==> src/hw/rtl/assert_macros.svh <==
// ----------------------------------------------------------------------------
// Assertion macros
// Shared concurrent assertion forms for the chain link reorder buffer.
// ----------------------------------------------------------------------------
`ifndef ASSERT_MACROS_SVH
`define ASSERT_MACROS_SVH

// The consequent must hold in the same cycle as the antecedent.
`define ASSERT_IMPL(label, clk, rst_n, ante, cons) \
  label: assert property (@(posedge clk) disable iff (!rst_n) (ante) |-> (cons)) \
    else $error("assertion failed");

// The consequent must hold in the cycle after the antecedent.
`define ASSERT_NEXT(label, clk, rst_n, ante, cons) \
  label: assert property (@(posedge clk) disable iff (!rst_n) (ante) |=> (cons)) \
    else $error("assertion failed");

`endif

==> src/hw/rtl/clrb_pkg.sv <==
// ----------------------------------------------------------------------------
// clrb_pkg
// Types and codes of the chain link reorder buffer.
// ----------------------------------------------------------------------------
package clrb_pkg;

  typedef struct packed {
    logic signed [7:0] up;
    logic signed [7:0] id;
    logic signed [7:0] down;
  } link_t;

  typedef logic [2:0] kind_t;

  localparam kind_t KIND_APPEND   = 3'd0;
  localparam kind_t KIND_LEAF_ADD = 3'd1;
  localparam kind_t KIND_LEAF_DEL = 3'd2;
  localparam kind_t KIND_BUFFERED = 3'd3;
  localparam kind_t KIND_REJECTED = 3'd4;
  localparam kind_t KIND_DROPPED  = 3'd5;

  localparam logic signed [7:0] NO_LINK = -8'sd1;

  localparam logic CMD_REPORT = 1'b0;
  localparam logic CMD_START  = 1'b1;

  localparam logic REG_ROOT_NODE = 1'b0;
  localparam logic REG_ROOT_NEXT = 1'b1;

endpackage

==> src/hw/rtl/chain_link_reorder_buffer_core.sv <==
// ----------------------------------------------------------------------------
// chain_link_reorder_buffer_core
// Assembles out-of-order node reports into an ordered daisy chain, keeping
// unmatched reports in a pending memory that is scanned after each append.
// ----------------------------------------------------------------------------
// Results pass a one-deep hold register, so a result leaves in the cycle after the next
// one is produced, and the last result of an item in the first cycle with busy low.
// Busy stays high while a start or a report is handled, including any scan of the pending memory,
// its compaction and the moves of entries to the chain. The receiver cannot stall the results.
// Reset clears the state, the chain and pending counts, the leaf flag and the valid flags;
// memory contents need no clearing.
`include "assert_macros.svh"

module chain_link_reorder_buffer_core #(
  parameter int MAX_ENTRIES = 16
) (
  input  logic              clk_i,
  input  logic              rst_ni,
  input  logic              psel,
  input  logic              penable,
  input  logic              pwrite,
  input  logic [2:0]        paddr,
  input  logic [31:0]       pwdata,
  output logic [31:0]       prdata,
  output logic              pready,
  input  logic              start,
  output logic              busy,
  input  logic              cmd_i,
  input  logic signed [7:0] upstream_i,
  input  logic signed [7:0] node_i,
  input  logic signed [7:0] downstream_i,
  output logic              result_valid_o,
  output clrb_pkg::kind_t   kind_o,
  output logic signed [7:0] entry_up_o,
  output logic signed [7:0] entry_id_o,
  output logic signed [7:0] entry_down_o,
  output logic [4:0]        chain_len_o,
  output logic              last_o
);
  import clrb_pkg::*;

  localparam int AW = (MAX_ENTRIES > 1) ? $clog2(MAX_ENTRIES) : 1;
  localparam int CW = $clog2(MAX_ENTRIES + 1);
  localparam logic [CW-1:0] MAX_CNT = CW'(MAX_ENTRIES);
  localparam logic [CW-1:0] ONE     = CW'(1);

  localparam logic [3:0] ST_IDLE    = 4'd0;
  localparam logic [3:0] ST_DECIDE  = 4'd1;
  localparam logic [3:0] ST_DRAIN   = 4'd2;
  localparam logic [3:0] ST_SCAN_RD = 4'd3;
  localparam logic [3:0] ST_SCAN_CK = 4'd4;
  localparam logic [3:0] ST_MOVE_RD = 4'd5;
  localparam logic [3:0] ST_MOVE_WR = 4'd6;
  localparam logic [3:0] ST_LEAF    = 4'd7;
  localparam logic [3:0] ST_FLUSH   = 4'd8;

  logic [3:0]        state_q, state_d;
  logic [CW-1:0]     cnt_q, cnt_d;
  logic [CW-1:0]     pcnt_q, pcnt_d;
  logic [CW-1:0]     idx_q, idx_d;
  logic              leaf_q, leaf_d;
  logic signed [7:0] tail_id_q, tail_id_d;
  logic signed [7:0] tail_down_q, tail_down_d;
  link_t             rep_q, rep_d;
  logic [6:0]        root_node_q, root_next_q;

  link_t             pend_mem [MAX_ENTRIES];
  link_t             rd_q;
  logic              mem_we;
  logic [AW-1:0]     mem_waddr;
  logic [AW-1:0]     mem_raddr;
  link_t             mem_wdata;

  logic              prod;
  kind_t             prod_kind;
  link_t             prod_link;
  logic [CW-1:0]     prod_len;
  logic              flush;

  logic              held_v_q;
  kind_t             held_kind_q;
  link_t             held_link_q;
  logic [CW-1:0]     held_len_q;

  logic              res_v_q;
  kind_t             res_kind_q;
  link_t             res_link_q;
  logic [CW-1:0]     res_len_q;
  logic              res_last_q;

  logic              accept;
  logic              cfg_wr;
  logic              bad_field;
  link_t             in_link;
  logic [CW-1:0]     idx_inc;

  assign pready    = 1'b1;
  assign busy      = (state_q != ST_IDLE);
  assign accept    = start && !busy;
  assign cfg_wr    = psel && penable && pwrite && pready;
  assign in_link   = '{up: upstream_i, id: node_i, down: downstream_i};
  assign bad_field = upstream_i[7] | node_i[7] | downstream_i[7];
  assign idx_inc   = idx_q + ONE;
  assign flush     = (state_q == ST_FLUSH);

  always_comb begin
    prdata = 32'd0;
    if (psel) begin
      case (paddr[2])
        REG_ROOT_NODE: prdata = {25'd0, root_node_q};
        REG_ROOT_NEXT: prdata = {25'd0, root_next_q};
        default:       prdata = 32'd0;
      endcase
    end
  end

  always_ff @(posedge clk_i or negedge rst_ni) begin
    if (!rst_ni) begin
      root_node_q <= 7'd0;
      root_next_q <= 7'd1;
    end else if (cfg_wr) begin
      case (paddr[2])
        REG_ROOT_NODE: root_node_q <= pwdata[6:0];
        REG_ROOT_NEXT: root_next_q <= pwdata[6:0];
        default:       root_node_q <= root_node_q;
      endcase
    end
  end

  always_comb begin
    state_d     = state_q;
    cnt_d       = cnt_q;
    pcnt_d      = pcnt_q;
    idx_d       = idx_q;
    leaf_d      = leaf_q;
    tail_id_d   = tail_id_q;
    tail_down_d = tail_down_q;
    rep_d       = rep_q;
    prod        = 1'b0;
    prod_kind   = KIND_APPEND;
    prod_link   = rd_q;
    prod_len    = cnt_q;
    mem_we      = 1'b0;
    mem_waddr   = idx_q[AW-1:0];
    mem_wdata   = rd_q;
    mem_raddr   = idx_q[AW-1:0];

    case (state_q)
      ST_IDLE: begin
        if (accept) begin
          rep_d = in_link;
          if (cmd_i == CMD_START) begin
            cnt_d       = ONE;
            leaf_d      = 1'b0;
            tail_id_d   = {1'b0, root_node_q};
            tail_down_d = {1'b0, root_next_q};
            prod        = 1'b1;
            prod_kind   = KIND_APPEND;
            prod_link   = '{up: NO_LINK, id: {1'b0, root_node_q},
                            down: {1'b0, root_next_q}};
            prod_len    = ONE;
            state_d     = ST_DRAIN;
          end else if (bad_field) begin
            prod      = 1'b1;
            prod_kind = KIND_REJECTED;
            prod_link = in_link;
            state_d   = ST_FLUSH;
          end else if (leaf_q) begin
            cnt_d     = cnt_q - ONE;
            leaf_d    = 1'b0;
            prod      = 1'b1;
            prod_kind = KIND_LEAF_DEL;
            prod_link = '{up: tail_id_q, id: tail_down_q, down: NO_LINK};
            prod_len  = cnt_q - ONE;
            state_d   = ST_DECIDE;
          end else begin
            state_d = ST_DECIDE;
          end
        end
      end
      ST_DECIDE: begin
        prod      = 1'b1;
        prod_link = rep_q;
        state_d   = ST_FLUSH;
        if (cnt_q != '0 && rep_q.id == tail_down_q) begin
          if (cnt_q < MAX_CNT) begin
            cnt_d       = cnt_q + ONE;
            tail_id_d   = rep_q.id;
            tail_down_d = rep_q.down;
            prod_kind   = KIND_APPEND;
            prod_len    = cnt_q + ONE;
            state_d     = ST_DRAIN;
          end else begin
            prod_kind = KIND_DROPPED;
          end
        end else if (pcnt_q < MAX_CNT) begin
          mem_we    = 1'b1;
          mem_waddr = pcnt_q[AW-1:0];
          mem_wdata = rep_q;
          pcnt_d    = pcnt_q + ONE;
          prod_kind = KIND_BUFFERED;
        end else begin
          prod_kind = KIND_DROPPED;
        end
      end
      ST_DRAIN: begin
        idx_d = '0;
        if (cnt_q < MAX_CNT && pcnt_q != '0) begin
          state_d = ST_SCAN_RD;
        end else begin
          state_d = ST_LEAF;
        end
      end
      ST_SCAN_RD: begin
        mem_raddr = idx_q[AW-1:0];
        state_d   = ST_SCAN_CK;
      end
      ST_SCAN_CK: begin
        if (rd_q.id == tail_down_q) begin
          cnt_d       = cnt_q + ONE;
          pcnt_d      = pcnt_q - ONE;
          tail_id_d   = rd_q.id;
          tail_down_d = rd_q.down;
          prod        = 1'b1;
          prod_kind   = KIND_APPEND;
          prod_link   = rd_q;
          prod_len    = cnt_q + ONE;
          state_d     = (idx_inc < pcnt_q) ? ST_MOVE_RD : ST_DRAIN;
        end else if (idx_inc == pcnt_q) begin
          state_d = ST_LEAF;
        end else begin
          idx_d   = idx_inc;
          state_d = ST_SCAN_RD;
        end
      end
      ST_MOVE_RD: begin
        mem_raddr = idx_inc[AW-1:0];
        state_d   = ST_MOVE_WR;
      end
      ST_MOVE_WR: begin
        mem_we    = 1'b1;
        mem_waddr = idx_q[AW-1:0];
        mem_wdata = rd_q;
        idx_d     = idx_inc;
        state_d   = (idx_inc < pcnt_q) ? ST_MOVE_RD : ST_DRAIN;
      end
      ST_LEAF: begin
        if (pcnt_q == '0 && !leaf_q && cnt_q != '0 && cnt_q < MAX_CNT) begin
          cnt_d     = cnt_q + ONE;
          leaf_d    = 1'b1;
          prod      = 1'b1;
          prod_kind = KIND_LEAF_ADD;
          prod_link = '{up: tail_id_q, id: tail_down_q, down: NO_LINK};
          prod_len  = cnt_q + ONE;
        end
        state_d = ST_FLUSH;
      end
      ST_FLUSH: begin
        state_d = ST_IDLE;
      end
      default: begin
        state_d = ST_IDLE;
      end
    endcase
  end

  always_ff @(posedge clk_i) begin
    if (mem_we) begin
      pend_mem[mem_waddr] <= mem_wdata;
    end
    rd_q <= pend_mem[mem_raddr];
  end

  always_ff @(posedge clk_i or negedge rst_ni) begin
    if (!rst_ni) begin
      state_q  <= ST_IDLE;
      cnt_q    <= '0;
      pcnt_q   <= '0;
      leaf_q   <= 1'b0;
      held_v_q <= 1'b0;
      res_v_q  <= 1'b0;
    end else begin
      state_q <= state_d;
      cnt_q   <= cnt_d;
      pcnt_q  <= pcnt_d;
      leaf_q  <= leaf_d;
      res_v_q <= 1'b0;
      if (flush) begin
        res_v_q  <= held_v_q;
        held_v_q <= 1'b0;
      end else if (prod) begin
        res_v_q  <= held_v_q;
        held_v_q <= 1'b1;
      end
    end
  end

  always_ff @(posedge clk_i) begin
    idx_q       <= idx_d;
    tail_id_q   <= tail_id_d;
    tail_down_q <= tail_down_d;
    rep_q       <= rep_d;
    if (flush || prod) begin
      res_kind_q <= held_kind_q;
      res_link_q <= held_link_q;
      res_len_q  <= held_len_q;
      res_last_q <= flush;
    end
    if (prod) begin
      held_kind_q <= prod_kind;
      held_link_q <= prod_link;
      held_len_q  <= prod_len;
    end
  end

  assign result_valid_o = res_v_q;
  assign kind_o         = res_kind_q;
  assign entry_up_o     = res_link_q.up;
  assign entry_id_o     = res_link_q.id;
  assign entry_down_o   = res_link_q.down;
  assign chain_len_o    = 5'(res_len_q);
  assign last_o         = res_last_q;

  `ASSERT_IMPL(a_chain_bound, clk_i, rst_ni, 1'b1, cnt_q <= MAX_CNT)
  `ASSERT_IMPL(a_pend_bound, clk_i, rst_ni, 1'b1, pcnt_q <= MAX_CNT)
  `ASSERT_IMPL(a_leaf_in_chain, clk_i, rst_ni, leaf_q, cnt_q != '0)
  `ASSERT_NEXT(a_accept_busy, clk_i, rst_ni, accept, busy)

endmodule
==> config.mk <==
export PLATFORM = sky130hd
export DESIGN_NAME = chain_link_reorder_buffer_core
export DESIGN_NICKNAME = d
export VERILOG_FILES = /design/src/hw/rtl/clrb_pkg.sv /design/src/hw/rtl/chain_link_reorder_buffer_core.sv
export VERILOG_INCLUDE_DIRS = /design/src /design/src/hw/rtl
export SDC_FILE = /design/constraint.sdc
export NUM_CORES = 1
export LEC_CHECK = 0
export ABC_AREA = 1
export BUFFER_PORTS_ARGS = -buffer_cell sky130_fd_sc_hd__buf_2
export CAP_MARGIN = 20
export CORE_UTILIZATION = 55
export CTS_CLUSTER_DIAMETER = 150
export DETAILED_ROUTE_END_ITERATION = 8
export GPL_TIMING_DRIVEN = 0
export PLACE_DENSITY = 0.79
export REMOVE_ABC_BUFFERS = 1
export SYNTH_ARGS = -nofsm -noshare
export SYNTH_HDL_FRONTEND = slang
export SYNTH_SLANG_ARGS = --single-unit
==> constraint.sdc <==
create_clock -name clk_i -period 4.8 [get_ports clk_i]
set_input_delay 0.72 -clock clk_i [delete_from_list [all_inputs] [get_ports clk_i]]
set_output_delay 0.72 -clock clk_i [all_outputs]
set_load 0.05 [all_outputs]
==> flow_metrics.py, run 1 <==
metrics = {
    "cells_and_area": {
        "layout-drive-gt1-share_pct": 10.82,
        "syn_to_final_growth_pct": 13.41,
        "fillers": 3055,
        "nets": 2234,
        "instances_no_fill": 2776,
        "final_common_cell": "edfxtp_1",
        "antennaDiodeCount": 0,
        "layout_common_cells": "494 x edfxtp_1, 409 x nand2_1, 283 x inv_1, 180 x nand3_1, 180 x o211ai_1",
    },
    "global_routing": {
        "grt_pass1_wl_mm": 91.11,
        "track_usage_pct": 28.16,
        "antenna_found_initial": 0,
        "grt_pass1_vias": 15659,
        "grt-ovfl-total": 0,
        "grt_max_degree": 185,
    },
    "die": {
        "dieArea_mm2": 0.04409,
        "core-area_mm2": 0.04232,
        "pin_count": 134,
        "die_y_um": 210.0,
        "row_count": 75,
        "start_util_pct": 56.21,
        "die_w_um": 210.0,
    },
    "worst_setup_path": {
        "cp_common_cell": "nor2_4",
        "worst-setup-path-type": "register to register",
        "r2r_start": "state_q[3]",
        "critPathArrivalTime_ns": 4.82,
        "r2r_cells": 10,
        "required_ns": 5.10,
        "crit_path_start_kind": "register",
        "crit_path_end_kind": "register",
        "crit_path_top_delay_cell": "nor2_4",
        "cp_cell_sequence": "nor2_2 > inv_1 > nor2_1 > inv_2 > nor2_4 > nand3_4 > nand2_1 > nand3_1 > nor2_4 > buf_16",
        "crit_start": "state_q[3]",
        "max_stage_delay_ns": 0.78,
        "path_max_fanout": 36,
    },
    "synth": {
        "ys_ff_latch": 549,
        "synth_seq_area_share_pct": 67.64,
        "synthCells": 2089,
        "synthArstFlopShare_pct": 5.647,
        "yosys_warnings": 0,
        "synth_flop_cell": "edfxtp_1",
        "netlist_area_mm2": 0.02379,
        "synth_edf_count": 494,
        "postSynthAreaPerCell_um2": 11.39,
        "synthDistinctLibCells": 46,
    },
    "placement": {
        "port_buffers": 80,
        "dp_hpwl_mm": 39.69,
        "globalplace.congestion": 0.9523,
        "dpl.cell_count": 2677,
    },
    "sta": {
        "worst_pin_slew_ns": 1.090,
        "max_freq_mhz": 221.2,
        "period_share_pct": 94.17,
        "finalHoldViolations": 0,
        "rsz0062_at_grt": "false",
        "fin_hold_ws_ns": 0.2141,
        "skew_ns": 0.01629,
        "final_max_slew_viol_count": 0,
        "setup-violations-final": 0,
        "slew_headroom_pct": 26.87,
        "finalCriticalPeriod_ns": 4.520,
    },
    "clock_tree": {
        "htree_levels": 2,
        "clk_latency_ns": 0.60,
        "clk_pin_slew_ns": 0.06,
        "hold_buffers": 0,
        "postCtsSetupBuffers": 0,
        "cts.repair.resized": 0,
        "cts_buffers": 52,
        "cts.path.max_buffers": 3,
        "numClockSinks": 549,
        "clockRootBuffer": "clkbuf_16",
        "cts_tree": "built",
    },
    "power_and_ir_drop": {
        "power_frac_comb_pct": 35.4,
        "pwr-share-seq_pct": 41.3,
        "switchingPower_mw": 6.785,
        "p_per_area_mw_per_mm2": 658.1,
        "ir_drop_mv": 0.4715,
        "power_frac_clock_pct": 23.3,
        "p_leak_nw": 10.43,
        "total_power_mw": 17.76,
        "switching_share_pct": 38.21,
        "internal-power_mw": 10.97,
    },
    "drt": {
        "drtIter0Drc": 2221,
        "vias": 16527,
        "firstDrtPassIters": 6,
        "wl_mm": 61.88,
        "postRouteAntennaNets": 0,
        "avgRoutedWirePerCell_um": 22.29,
        "drc": 0,
        "via_per_inst": 5.954,
    },
    "flow_run": {
        "drv_cap": 0,
    },
    "worst_hold_path": {
        "hold_class": "input port to asynchronous set/reset pin",
    },
    "status": {
        "outcome": "finished, final reports clean",
    },
}
final cells by class:
type / instances / area, µm² / share of cell area [%]
Inverter: 297 / 1117 / 4.141
Clock inverter: 30 / 312.8 / 1.159
Timing Repair Buffer: 113 / 1167 / 4.327
Tap cell: 577 / 721.9 / 2.676
Sequential cell: 549 / 16090 / 59.64
Multi-Input combinational cell: 1142 / 6155 / 22.81
Clock buffer: 68 / 1414 / 5.240
power by group through the flow:
stage / combinational [mW] / sequential (mW) / clock [mW]
after floorplan: 3.59 / 7.80 / 0
after global placement: 5.74 / 7.42 / 0
after detailed placement: 6.16 / 7.41 / 0
after CTS: 6.19 / 7.32 / 4.18
after global routing: 6.78 / 7.39 / 4.32
final: 6.29 / 7.33 / 4.14
registers in the layout (all words and copies together), names as in the netlist, 3 cells and up:
signal / flops
kind_o: 3
pend_mem: 384
held_len_q: 5
tail_down_q: 8
state_q: 4
held_kind_q: 3
pcnt_q: 5
root_node_q: 7
chain_len_o: 5
tail_id_q: 8
entry_down_o: 8
root_next_q: 7
entry_up_o: 8
rep_q: 24
idx_q: 5
rd_q: 24
entry_id_o: 8
held_link_q: 24
cnt_q: 5
kinds of logic (layout without fill, tap and decap cells):
family,Yosys count,in the layout,synth area share [%]
flip-flops,549,549,67.64
buffers and inverters,422,508,7.574
other,2,26,0.03157
XOR/XNOR,23,23,0.8468
AO/OA/AOI/OAI,385,385,10.52
AND/OR/NAND/NOR,695,695,12.67
adder cells (fa/ha/maj),13,13,0.7153
critical path: cells and delay by family, from the launching register on:
family	cells	cell delay, ns
DFF	1	0.47
and+or+nand+nor	7	3.23
buffers and inverters	3	0.49
path summary, 6_finish.rpt:
kind / endpoint / slack (ns)
setup reg to reg: pend_mem[6][13] / 0.28
max in group asynchronous: root_node_q[5] / 4.04
min in group clk_i: rep_q[0] / 0.32
hold reg to reg: entry_id_o[7] / 0.42
setup / recovery: pend_mem[6][13] / 0.28
hold / removal: result_valid_o / 0.21
cell usage after synthesis, types with 14 or more instances:
master	instances	area, µm²
nand2_1	409	1535
a21oi_1	57	285.3
o21ai_0	69	345.3
buf_2	66	330.3
nand3_1	181	905.9
xnor2_1	14	122.6
dfxtp_1	24	480.5
edfxtp_1	494	14830
nor2_1	54	202.7
o211ai_1	180	1351
nand4_1	29	181.4
dfrtp_1	30	750.7
clkbuf_1	21	78.83
o21ai_1	41	205.2
buf_4	32	240.2
inv_1	283	1062
layer usage:
layer	global-route usage [%]	vias to the layer above	routed length, µm
li1	-	7440	-
met1	36.70	7824	23310
met2	44.62	1047	28500
met3	5.051	216	6507
met4	16.66	0	3567
met5	0	-	0
per-stage QoR:
stage                     util [%]  instance area, µm²  TNS (ns)  setup slack, ns
final                        63.75               26980         0           0.2799
after detailed placement     59.65               25250         0           0.3739
after floorplan                  -               23190    -4.374          -0.1870
after CTS                    63.73               26970         0           0.3055
after global routing         63.75               26980         0           0.1017
after global placement       57.45               24310   -670.85           -4.338
Power figures use the tool's default switching activity.
==> inputs of run 2 (changes only) <==
--- a/config.mk
+++ b/config.mk
@@ -14,6 +14,7 @@
 export DETAILED_ROUTE_END_ITERATION = 8
 export GPL_TIMING_DRIVEN = 0
 export PLACE_DENSITY = 0.79
+export RECOVER_POWER = 100
 export REMOVE_ABC_BUFFERS = 1
 export SYNTH_ARGS = -nofsm -noshare
 export SYNTH_HDL_FRONTEND = slang
==> run 2 against run 1 <==
Against the previous run: cell area down 0.88%; count of clock-buffer cells in the layout stayed put; via count decreased by 0.58%; sequential power barely moved; die area unchanged; sequential share of layout area rose by 0.53 points; largest cell class unchanged; flip-flop and latch count unchanged; fmax down 1.4%; combinational power decreased by 2%; the run now ends with design-rule violations, max-capacitance violations, max-slew violations left.
==> flow_metrics.py, run 2 (same netlist as run 1, synthesis figures left out) <==
metrics = {
    "global_routing": {
        "track_usage_pct": 28.16,
        "grt_pass1_vias": 15659,
        "grt_max_degree": 185,
        "grt_pass1_wl_mm": 91.11,
        "antenna_found_initial": 0,
        "grt-ovfl-total": 0,
    },
    "drt": {
        "drtIter0Drc": 2213,
        "wl_mm": 61.81,
        "postRouteAntennaNets": 0,
        "firstDrtPassIters": 9,
        "vias": 16431,
        "avgRoutedWirePerCell_um": 22.27,
        "drc": 1,
        "via_per_inst": 5.919,
    },
    "cells_and_area": {
        "fillers": 3119,
        "top_register": "pend_mem",
        "seqCellArea_mm2": 0.01609,
        "antennaDiodeCount": 0,
        "nets": 2234,
        "finalInstanceArea_mm2": 0.02674,
        "layout-drive-gt1-share_pct": 7.094,
        "layout_common_cells": "494 x edfxtp_1, 411 x nand2_1, 286 x inv_1, 180 x nand3_1, 180 x o211ai_1",
        "multiInputGateArea_mm2": 0.006048,
        "syn_to_final_growth_pct": 12.41,
        "final_common_cell": "edfxtp_1",
        "instances_no_fill": 2776,
        "largest_reg_flops": 384,
    },
    "status": {
        "violations": "design-rule violations, max-capacitance violations, max-slew violations",
        "outcome": "finished with violations",
    },
    "worst_hold_path": {
        "min_path_cells": 1,
        "hold_class": "input port to register",
        "worstHoldStart": "downstream_i[0]",
        "worstHoldEndpoint": "rep_q[0]",
    },
    "clock_tree": {
        "htree_levels": 2,
        "numClockSinks": 549,
        "clk_pin_slew_ns": 0.06,
        "clk_latency_ns": 0.60,
        "cts_buffers": 52,
        "cts.repair.resized": 0,
        "hold_buffers": 0,
        "postCtsSetupBuffers": 0,
        "cts.path.max_buffers": 3,
        "cts_tree": "built",
        "clockRootBuffer": "clkbuf_16",
    },
    "worst_setup_path": {
        "crit_path_start_kind": "register",
        "r2r_cells": 10,
        "r2r_slack_ns": 0.21,
        "r2r_start": "state_q[3]",
        "r2r_end": "pend_mem[1][16]",
        "worst-setup-path-type": "register to register",
        "crit_path_end_kind": "register",
        "critPathArrivalTime_ns": 4.83,
        "required_ns": 5.05,
        "path_max_fanout": 36,
    },
    "sta": {
        "finalCriticalPeriod_ns": 4.585,
        "finalHoldViolations": 0,
        "slew_headroom_pct": -60.47,
        "rsz0062_at_grt": "false",
        "max_freq_mhz": 218.1,
        "fin_setup_tns_ns": 0,
        "final_max_slew_viol_count": 155,
        "setup-violations-final": 0,
        "worst_pin_slew_ns": 2.391,
        "skew_ns": 0.01532,
        "setup_slack_ns": 0.2148,
        "period_share_pct": 95.53,
    },
    "die": {
        "core-area_mm2": 0.04232,
        "die_w_um": 210.0,
        "die_y_um": 210.0,
        "pin_count": 134,
        "dieArea_mm2": 0.04409,
        "row_count": 75,
        "start_util_pct": 56.21,
    },
    "placement": {
        "place_area_mm2": 0.02525,
        "globalplace.congestion": 0.9523,
        "dpl.cell_count": 2677,
        "dp_hpwl_mm": 39.69,
        "port_buffers": 80,
        "pre_cts_slack_ns": 0.3739,
    },
    "power_and_ir_drop": {
        "p_leak_nw": 10.19,
        "ir_drop_mv": 0.4646,
        "p_per_area_mw_per_mm2": 659.3,
        "total_power_mw": 17.63,
    },
    "flow_run": {
        "drv_cap": 9,
    },
}
[run 2: metrics by stage]
stage          util [%]  hold WS (ns)
6_report          63.19        0.3244
3_5_place_dp      59.65        0.4045
4_1_cts           63.73        0.2249
3_3_place_gp      57.45        0.4027
5_1_grt           63.19        0.3175
2_1_floorplan         -        0.4003
[run 2: how the worst max path moves through the flow]
stage	startpoint	to	slack (ns)	cells after the start
2_1_floorplan	idx_q[0]	rd_q[12]	-0.19	8
3_3_place_gp	idx_q[0]	rd_q[4]	-4.34	8
3_5_place_dp	state_q[3]	pend_mem[15][19]	0.37	10
4_1_cts	state_q[3]	pend_mem[7][13]	0.31	10
5_1_grt	state_q[2]	rd_q[4]	0.09	12
6_report	state_q[3]	pend_mem[1][16]	0.21	10
[run 2: final cells by class]
type / instances / area share [%]
clock buffer: 68 / 5.287
clock inverter: 30 / 1.170
inverter: 297 / 4.178
multi-input combinational: 1142 / 22.62
sequential: 549 / 60.17
tap: 577 / 2.700
timing repair buffer: 113 / 3.874
[run 2: critical path, cell delays in order (launching register included)]
cell and delay, ns:
dfrtp_1 0.41, nor2_1 0.28, inv_1 0.09, nor2_1 0.14
inv_2 0.17, nor2_4 0.78, nand3_4 0.57, nand2_1 0.38
nand3_1 0.19, nor2_2 0.64, clkbuf_4 0.56
[run 2: power by group]
group / switching (mW) / internal, mW
clock network: 1.74 / 2.40
logic: 4.56 / 1.59
registers: 0.440 / 6.91
[run 2: metal layers]
| layer | up-vias | wire [µm] | track usage (%) |
|---|---|---|---|
| met2 | 1041 | 28480 | 44.62 |
| met3 | 215 | 6775 | 5.051 |
| met4 | 0 | 3506 | 16.66 |
| li1 | 7434 | - | - |
| met5 | - | 0 | 0 |
| met1 | 7741 | 23040 | 36.70 |
